`src/rtl/mtfc_pkg.sv`:
```
// Shared types and constants of the move-to-front codec.
package mtfc_pkg;

	// Width of one symbol and of one list position.
	localparam int SYM_W = 8;

	// Default alphabet size of the recency list.
	localparam int ALPHABET_SIZE_DEF = 256;

	// Number of cells folded together in the first stage of the search tree.
	localparam int RED_GROUP = 16;

	typedef logic [SYM_W-1:0] sym_t;

	// What one cell offers to the search: a hit and the value that goes with it.
	typedef struct packed {
		logic hit;
		sym_t data;
	} contrib_t;

	// Update broadcast to every cell of the list.
	typedef struct packed {
		logic apply;
		logic clear;
		logic move;
		sym_t pos;
		sym_t sym;
	} upd_t;

endpackage

```
`src/rtl/mtfc_cell.sv`:
```
// One entry of the recency list with its match logic and shift move.
module mtfc_cell #(
	parameter int IDX = 0
) (
	input  logic                clk,
	input  logic                arst_n,
	input  logic                decode_mode,
	input  mtfc_pkg::sym_t      key,
	input  mtfc_pkg::sym_t      dec_pos,
	input  mtfc_pkg::upd_t      upd,
	input  mtfc_pkg::sym_t      left,
	output mtfc_pkg::sym_t      entry,
	output mtfc_pkg::contrib_t  contrib
);

	localparam mtfc_pkg::sym_t IDX_V = mtfc_pkg::sym_t'(IDX);

	mtfc_pkg::sym_t entry_q;
	logic           hit;

	assign entry = entry_q;

	// Encoding looks for the byte, decoding for the position.
	always_comb begin
		hit = decode_mode ? (dec_pos == IDX_V) : (entry_q == key);
		contrib.hit  = hit;
		contrib.data = hit ? (decode_mode ? entry_q : IDX_V) : '0;
	end

	// Cells at or below the moved position take their left neighbour's entry;
	// the front cell's neighbour is the moved symbol itself.
	always_ff @(posedge clk or negedge arst_n) begin
		if (!arst_n) begin
			entry_q <= IDX_V;
		end else if (upd.apply) begin
			if (upd.clear) begin
				entry_q <= IDX_V;
			end else if (upd.move && (IDX_V <= upd.pos)) begin
				entry_q <= left;
			end
		end
	end

endmodule

```
`config.mk`:
```
export PLATFORM = sky130hd
export DESIGN_NAME = mtfc_cell
export DESIGN_NICKNAME = d
export VERILOG_FILES = /design/src/rtl/mtfc_pkg.sv /design/src/rtl/mtfc_cell.sv
export SDC_FILE = /design/constraint.sdc
export NUM_CORES = 1
export LEC_CHECK = 0
export BUFFER_PORTS_ARGS = -buffer_cell sky130_fd_sc_hd__buf_2
export CORE_MARGIN = 5
export CORE_UTILIZATION = 31
export CTS_CLUSTER_DIAMETER = 40
export CTS_CLUSTER_SIZE = 8
export DETAILED_ROUTE_END_ITERATION = 7
export MAX_ROUTING_LAYER = met4
export PLACE_DENSITY = 0.75
export SYNTH_ARGS = -nofsm -noshare
export SYNTH_HDL_FRONTEND = slang
export SYNTH_SLANG_ARGS = --single-unit
```
`constraint.sdc`:
```
create_clock -name clk -period 1.1 [get_ports clk]
set_input_delay 0.11 -clock clk [delete_from_list [all_inputs] [get_ports clk]]
set_output_delay 0.11 -clock clk [all_outputs]
set_load 0.01 [all_outputs]
```
# After elaboration in Yosys (flattened, before gate mapping)
# Cells that the tools add are included.
dict set report totals {
  out_inout_bits 17
  register_bits 8
  in_bits 46
  wordCells 12
}
dict set report op_classes {
  mux 5
  order_cmp 1
  n_reduce_logical 4
  eq_ne 1
}
# op n
set ops {}
lappend ops {{8-bit two-way mux} 4}
lappend ops {{8-bit == test} 1}
lappend ops {{1-bit by 8-bit <= comparator with 1-bit output (first input constant)} 1}
lappend ops {{8-bit logical NOT} 1}
lappend ops {{2-bit AND reduction} 1}
lappend ops {{2-bit nonzero test} 1}
lappend ops {{1-bit logical AND} 1}
lappend ops {{1-bit two-way mux} 1}

# Depth between registers and ports, before layout
# Gate-level depths: netlist (run 1).
dict set report logic_depth {
  ltp_word 4
  ltp_mapped 5
  ltp_nobuf 3
}

# Worst setup path before layout (run 1)
# Ideal clock, no wire load.
dict set report synth_path {
  path_type {register to output}
  from {reg entry_q[2], in the netlist entry[2]}
  to {out contrib[8] (netlist name)}
  n_path_buf 1
  t_required_ps 990
  path_slack_ps -106
  t_arrival_ps 1096
  path_stages_with_launch 5
  path_cell_list {dfrtp_1 xor2_1 nor4_1 a31o_1 buf_4}
}
dict set report synth_via {
  elab_chain_cells 2
}
# element line
set synth_rtl {}
lappend synth_rtl {{start: declaration} mtfc_cell.sv:18} ;# mtfc_pkg::sym_t entry_q;
lappend synth_rtl {{start signal: assignment} mtfc_cell.sv:39} ;# entry_q <= left;
lappend synth_rtl {{8-bit == test} mtfc_cell.sv:25} ;# hit = decode_mode ? (dec_pos == IDX_V) : (entry_q == key);
lappend synth_rtl {{1-bit two-way mux} mtfc_cell.sv:25}
lappend synth_rtl {{end: declaration} mtfc_cell.sv:13} ;# output mtfc_pkg::contrib_t contrib
# Every way passes these cells.

==> results_dict.tcl, run 1 <==
set metrics [dict create \
    ys_seq_area_share_pct 33.3 \
    tritoncts "built" \
    row_count 16 \
    synth_area_leaders "dfrtp_1 33%, a2bb2oi_2 15%, xor2_1 12%" \
    avgRoutedWirePerCell_um 14.0 \
    nFillCells 154 \
    grt_pass1_wl_um 2660 \
    r2r-end "entry[3]" \
    clkSinkCount 8 \
    yosysMostFrequentCell "and2_1" \
    post-route-drc-count 0 \
    period_minus_slack_ps 1460 \
    largest_reg_flops 8 \
    fmax_ghz 0.684 \
    synth_edf_count 0 \
    worst_slack_ps -362 \
    fp.dieH_um 54.1 \
    multiInputGateArea_um2 375 \
    path_clk_slew_ps 50 \
    p_total_uw 983 \
    synth_top_area_share_pct 33.3 \
    cts_buffers 3 \
    hold_start "left[3]" \
    max-cap-violations 0 \
    run_status "complete, but fails checks" \
    core_um2 1900 \
    power_density_nw_per_um2 918 \
    via_count 687 \
    period_share_pct 133 \
    cp-end-kind "primary output" \
    post_dp_cell_area_um2 898 \
    antenna_left 0 \
    clockBufferDepth 2 \
    cts-htree-levels 1 \
    finalSetupViolCount 10 \
    grt_pass1_vias 626 \
    grt.total_usage_pct 13.4 \
    ir_drop_mv 0.393 \
    cts_root_buf "clkbuf_4" \
    hold_slack_ps 139 \
    antenna_found_initial 0 \
    skew_ps 0 \
    holdCritPathClass "input port to flop" \
    synth_warnings 0 \
    slew_violations 0 \
    rsz0062_at_grt "yes" \
    diodes 0 \
    dpl.hpwl_um 1440 \
    crit_path_max_fanout 2 \
    fin_nets 167 \
    drtPass1Iterations 2 \
    startpoint_type "flop" \
    die_x_um 54.1 \
    cp.arrival_ps 1350 \
    hold_path_depth 3 \
    clock_latency_ps 260 \
    finalWeightedCongestion 0.649 \
    die_area_um2 2920 \
    synth_common_cells "9 x and2_1, 8 x dfrtp_1, 8 x inv_1, 8 x o22ai_1, 8 x xor2_1" \
    grt_overflow_total 0 \
    drtIter0Drc 6 \
    worst_r2r_path_depth 5 \
    avgViaCountPerCell 4.71 \
    drive_above_1_share_pct 63.9 \
    grt_max_degree 9 \
    synth_top_area_cell "dfrtp_1" \
    synthFlopType "dfrtp_1" \
    io_pins 63 \
    areaGrowthSynthToFinish_pct 78.0 \
    r2r_setup_slack_ps 40 \
    post-route-cell-area_um2 1070 \
    hold_viol_final 0 \
    worstMarginPinSlew_ps 410 \
    yosysUniqueCellTypes 16 \
    syn_area_um2 602 \
    io_buffers 46 \
    ys_async_sr_fraction_pct 100 \
    relSlewSlack_pct 72.7 \
    violations "negative setup slack" \
    start_util_pct 31.6 \
    critPathKind "flop to primary output" \
    rr_startpoint "entry[3]" \
    required_ps 990 \
    leakagePower_nw 0.555 \
    hold_path_end "entry[3]" \
    totalWireLength_um 2040 \
    syn_inst 62 \
    ys_ff_latch 8 \
    regArea_um2 200 \
    post_synth.cell_area_avg_um2 9.71 \
    syn_nets 108 \
]
how the worst max path moves through the flow:
stage | startpoint | endpoint | slack [ps] | cells past startpoint
finish | entry[4] | contrib[8] | -360 | 4
global route | entry[4] | contrib[8] | -430 | 4
detailed placement | dec_pos[2] | contrib[5] | -160 | 5
floorplan | entry[4] | contrib[8] | -100 | 4
global placement | entry[4] | contrib[8] | -120 | 4
CTS | entry[4] | contrib[8] | -390 | 4
final cells by class:
type | count | area share (%)
Timing Repair Buffer | 59 | 38.2
Multi-Input combinational cell | 41 | 35.0
Clock buffer | 3 | 2.10
Inverter | 8 | 2.80
Tap cell | 27 | 3.15
Sequential cell | 8 | 18.7
stage by stage:
step           util (%)  cells  setup TNS (ps)  worst slack (ps)
2_1_floorplan         -     62           -99.8             -99.8
5_1_grt            56.3    146           -1850              -426
6_report           56.3    146           -1270              -362
4_1_cts            53.8    145            -797              -391
3_3_place_gp       47.2    139            -619              -121
3_5_place_dp       47.2    139           -1140              -158
logic make-up (layout without fill, tap and decap cells):
kind of cell / Yosys count / after routing / share of synthesized area, %
buf+inv: 14 / 70 / 12.1
flops: 8 / 8 / 33.3
xor+xnor: 8 / 8 / 11.6
compound gates: 17 / 17 / 27.7
simple gates: 15 / 16 / 15.4
timing repair:
item,CTS,global route
buffers inserted,3,4
endpoints found under the hold margin,8,0
hold buffers,1,0
cloned,1,0
pin swaps,6,6
gates resized for setup,17,11
setup endpoints to repair,9,10
worst max-delay path, stage by stage, from the launching register on:
cell and delay [ps]:
dfrtp_1 380, xor2_1 150, nor4_2 280, a31o_1 190
buf_6 100
power by group:
group	switching, mW	internal (mW)	leakage [nW]
Sequential	0.0261	0.328	0.105
Combinational	0.176	0.231	0.436
Clock	0.0978	0.125	0.0138
Total	0.300	0.683	0.555
layout by cell type (no fill, tap or decap):
cell type,n
inv_1,8
nor4_2,1
nor3_1,2
o22ai_1,8
a31o_1,1
and4b_2,2
and2_4,5
buf_4,6
dlygate4sd3_1,1
xor2_1,8
dfrtp_1,8
clkbuf_4,3
a2bb2oi_2,6
buf_2,37
nor2_1,1
and2_1,4
buf_6,15
nor4_4,1
a2bb2oi_1,2
layer usage:
layer  GRT usage, %  share of wire (%)
met4           8.71                2.2
met3           1.11                9.0
met5              -                  0
met2           24.8                 49
met1           13.1                 40
Note: power is estimated with default switching activity, not from simulation.
==> run 2: changes to the inputs <==
Clock period 1.1 ns to 1.22 ns, I/O delays scaled along.
==> run 2 against run 1 <==
Net effect:
- the run still ends with negative setup slack left
- utilization decreased by 6.8 points
- cell count decreased by 4.1%
- register-to-register slack improved by 220 ps
- die area unchanged
- worst hold slack improved by 18 ps
- sequential cell count unchanged
- total power decreased by 18%
- combinational power decreased by 29%
- sequential power decreased by 9.0%
- critical path type unchanged
- critical endpoint unchanged
- largest power group is now registers
==> results_dict.tcl, run 2 (synthesized netlist as in run 1, its figures left out) <==
set metrics [dict create \
    cp.arrival_ps 1360 \
    avgRoutedWirePerCell_um 11.9 \
    worst_path_max_delay_cell "dfrtp_1" \
    hold_path_depth 3 \
    drtIter0Drc 2 \
    final_common_cell "buf_2" \
    cp-end-kind "primary output" \
    antenna_found_initial 0 \
    start_util_pct 31.6 \
    cts_root_buf "clkbuf_4" \
    core_um2 1900 \
    period_minus_slack_ps 1490 \
    clockBufferDepth 2 \
    rr_startpoint "entry[1]" \
    power_density_nw_per_um2 852 \
    areaGrowthSynthToFinish_pct 56.5 \
    worst_r2r_path_depth 4 \
    die_x_um 54.1 \
    worstMarginPinSlew_ps 404 \
    rsz0062_at_grt "yes" \
    path_clk_slew_ps 50 \
    drive_above_1_share_pct 56.6 \
    startpoint_type "flop" \
    largest_reg_flops 8 \
    grt_max_degree 10 \
    totalWireLength_um 1670 \
    grt_overflow_total 0 \
    row_count 16 \
    run_status "complete, but fails checks" \
    slew_violations 0 \
    avgViaCountPerCell 4.50 \
    critPathKind "flop to primary output" \
    r2r-end "entry[1]" \
    p_total_uw 803 \
    fin_nets 161 \
    grt.total_usage_pct 11.1 \
    period_share_pct 122 \
    r2r_setup_slack_ps 260 \
    cts_setup_buffers 0 \
    antenna_left 0 \
    violations "negative setup slack" \
    max-cap-violations 0 \
    crit_path_max_fanout 2 \
    nFillCells 183 \
    hold_path_end "entry[4]" \
    skew_ps 0 \
    clock_latency_ps 240 \
    hold_start "left[4]" \
    relSlewSlack_pct 73.1 \
    cpPeakStageDelay_ps 380 \
    clkSinkCount 8 \
    holdCritPathClass "input port to flop" \
    dpl.hpwl_um 1400 \
    grt_pass1_wl_um 2210 \
    die_area_um2 2920 \
    grt_pass1_vias 562 \
    place_ws_ps -19.9 \
    io_pins 63 \
    drtPass1Iterations 2 \
    finalSetupViolCount 1 \
    dp_cells 135 \
    cts-htree-levels 1 \
    via_count 630 \
    ir_drop_mv 0.282 \
    worst_slack_ps -267 \
    hold_slack_ps 158 \
    diodes 0 \
    finalWeightedCongestion 0.651 \
    crit_path_cell_trace "xor2_1 -> nor4_1 -> a31o_1 -> buf_2" \
    fmax_ghz 0.673 \
    required_ps 1100 \
    post-route-drc-count 0 \
    leakagePower_nw 0.507 \
    hold_viol_final 0 \
    final_cells 140 \
    io_buffers 46 \
    tritoncts "built" \
    fp.dieH_um 54.1 \
    cts_buffers 3 \
]
[run 2: changes by cell type in the layout (fill, tap and decap cells not counted), moves of 4 or more]
cell | previous run | this run
and2_4 | 5 | 1
and2_1 | 4 | 8
buf_2 | 37 | 44
buf_6 | 15 | 2
[run 2: area by class of cell]
type | instances | area [µm²] | share of cell area, %
Tap cell | 27 | 33.8 | 3.59
Multi-Input combinational cell | 41 | 358 | 38.0
Clock buffer | 3 | 22.5 | 2.39
Inverter | 8 | 30.0 | 3.19
Timing Repair Buffer | 53 | 298 | 31.6
Sequential cell | 8 | 200 | 21.2
[run 2: stage by stage]
stage	instance area [µm²]	setup TNS [ps]	utilization (%)
2_1_floorplan	602	0	-
3_3_place_gp	868	-23.3	45.7
3_5_place_dp	868	-28.1	45.7
4_1_cts	902	-281	47.4
5_1_grt	942	-418	49.5
6_report	942	-267	49.5
[run 2: per-layer routing]
metal  up-vias  GRT usage, %  part of all wire [%]
met2        34          18.5                    47
met5         -             -                     0
met3         2          2.22                    12
met1       270          10.8                    39
met4         0          9.96                   1.6
li1        324             -                     -
[run 2: timing repair]
item	CTS	global route
pin swaps	2	5
resized for setup	1	5
endpoints found under the hold margin	8	0
hold buffers	1	0
cloned	0	1
setup endpoints to repair	4	9
[run 2: how the worst max path moves through the flow]
stage	start	endpoint
global route	entry[1]	contrib[8]
CTS	entry[4]	contrib[8]
detailed placement	entry[2]	contrib[8]
floorplan	entry[2]	contrib[8]
finish	entry[2]	contrib[8]
global placement	entry[2]	contrib[8]
[run 2: critical path: cells and delay by family, from the launching register on]
| family | cells | cell delay [ps] |
|---|---|---|
| DFF | 1 | 380 |
| and+or+nand+nor | 1 | 300 |
| buffers and inverters | 1 | 120 |
| AOI/OAI and AO/OA | 1 | 170 |
| xor gates and xnor gates | 1 | 140 |
[run 2: power breakdown]
part	switching, mW	internal (mW)
sequential	0.0268	0.296
combinational	0.130	0.160
clock	0.0790	0.112
total	0.236	0.567
==> run 3: changes to the inputs <==
Settings changed: RECOVER_POWER set to 25.
==> run 3 against run 2 <==
Net effect:
- the flow still finishes with violations (negative setup slack)
- worst hold slack about the same
- sequential power about the same
- clock skew unchanged
- critical endpoint unchanged
- highest routed layer unchanged
==> results_dict.tcl, run 3 (synthesized netlist as in run 1, its figures left out) <==
set metrics [dict create \
    violations "negative setup slack" \
    critPathKind "flop to primary output" \
    finalSetupTns_ps -267 \
    avgRoutedWirePerCell_um 11.9 \
    io_buffers 46 \
    grt_pass1_vias 562 \
    final_common_cell "buf_2" \
    grt_max_degree 10 \
    drive_above_1_share_pct 55.8 \
    slew_violations 0 \
    clock_latency_ps 240 \
    die_area_um2 2920 \
    path_clk_slew_ps 50 \
    hold_viol_final 0 \
    r2r-end "entry[1]" \
    totalWireLength_um 1660 \
    areaGrowthSynthToFinish_pct 56.3 \
    r2r_setup_slack_ps 260 \
    relSlewSlack_pct 73.1 \
    dpl.hpwl_um 1400 \
    startpoint_type "flop" \
    drtIter0Drc 2 \
    drtPass1Iterations 2 \
    period_minus_slack_ps 1490 \
    cts_root_buf "clkbuf_4" \
    finalSetupViolCount 1 \
    finalWeightedCongestion 0.651 \
    worst_r2r_path_depth 4 \
    row_count 16 \
    period_share_pct 122 \
    grt_pass1_wl_um 2210 \
    tritoncts "built" \
    post-route-drc-count 0 \
    fp.dieH_um 54.1 \
    cts_buffers 3 \
    hold_path_depth 3 \
    ir_drop_mv 0.282 \
    antenna_found_initial 0 \
    grt_overflow_total 0 \
    holdCritPathClass "input port to flop" \
    largest_reg_flops 8 \
    via_count 631 \
    clockBufferDepth 2 \
    die_x_um 54.1 \
    fin_nets 161 \
    worst_slack_ps -267 \
    io_pins 63 \
    antenna_left 0 \
    max-cap-violations 0 \
    skew_ps 0 \
    start_util_pct 31.6 \
    rsz0062_at_grt "yes" \
    clkSinkCount 8 \
    power_density_nw_per_um2 853 \
    worstMarginPinSlew_ps 404 \
    grt.total_usage_pct 11.1 \
    avgViaCountPerCell 4.51 \
    diodes 0 \
    place_ws_ps -19.9 \
    core_um2 1900 \
    hold_path_end "entry[4]" \
    required_ps 1100 \
    hold_start "left[4]" \
    leakagePower_nw 0.504 \
    cp.arrival_ps 1360 \
    cp-end-kind "primary output" \
    fmax_ghz 0.673 \
    crit_path_max_fanout 2 \
    run_status "complete, but fails checks" \
    rr_startpoint "entry[1]" \
    cts-htree-levels 1 \
]
[run 3: how the worst max path moves through the flow]
stage               startpoint         end  slack, ps
floorplan             entry[2]  contrib[8]          2
global placement      entry[2]  contrib[8]        -20
detailed placement    entry[2]  contrib[8]        -20
CTS                   entry[4]  contrib[8]       -280
global route          entry[1]  contrib[8]       -370
finish                entry[2]  contrib[8]       -270
[run 3: critical path: stages, from the launching register on]
cell and delay (ps):
dfrtp_1 380, xor2_1 140, nor4_1 300, a31o_1 170, buf_2 120
[run 3: metrics by stage]
| stage | util (%) | cells | cell area [µm²] | total power, mW | hold WS, ps |
|---|---|---|---|---|---|
| 6_report | 49.5 | 140 | 941 | 0.803 | 158 |
| 5_1_grt | 49.5 | 140 | 941 | 0.871 | 157 |
| 4_1_cts | 47.4 | 139 | 902 | 0.803 | 155 |
| 3_5_place_dp | 45.7 | 135 | 868 | 0.609 | -34.1 |
| 3_3_place_gp | 45.7 | 135 | 868 | 0.601 | -38.8 |
| 2_1_floorplan | - | 62 | 602 | 0.482 | -174 |
[run 3: area by class of cell]
| type | count | area, µm² |
|---|---|---|
| clock buffer | 3 | 22.5 |
| fill | 183 | 961 |
| inverter | 8 | 30.0 |
| multi-input combinational | 41 | 358 |
| sequential | 8 | 200 |
| tap | 27 | 33.8 |
| timing repair buffer | 53 | 297 |
[run 3: timing repair]
action / CTS / global route
endpoints found under the setup margin: 4 / 9
hold buffers: 1 / 0
gates resized for setup: 1 / 5
pin swaps: 2 / 5
hold endpoints to repair: 8 / 0
setup buffers: 0 / 0
cloned: 0 / 1
[run 3: metal layers]
metal / vias to the layer above / global-route usage, % / share of wire [%]
li1: 323 / - / -
met1: 272 / 10.8 / 39
met2: 34 / 18.5 / 47
met3: 2 / 2.22 / 12
met4: 0 / 9.96 / 1.6
met5: - / - / 0
[run 3: power by group]
group / switching, mW / total [mW] / leakage [nW] / internal [mW]
clock network: 0.0791 / 0.191 / 0.0138 / 0.112
logic: 0.130 / 0.289 / 0.385 / 0.159
registers: 0.0268 / 0.322 / 0.105 / 0.296
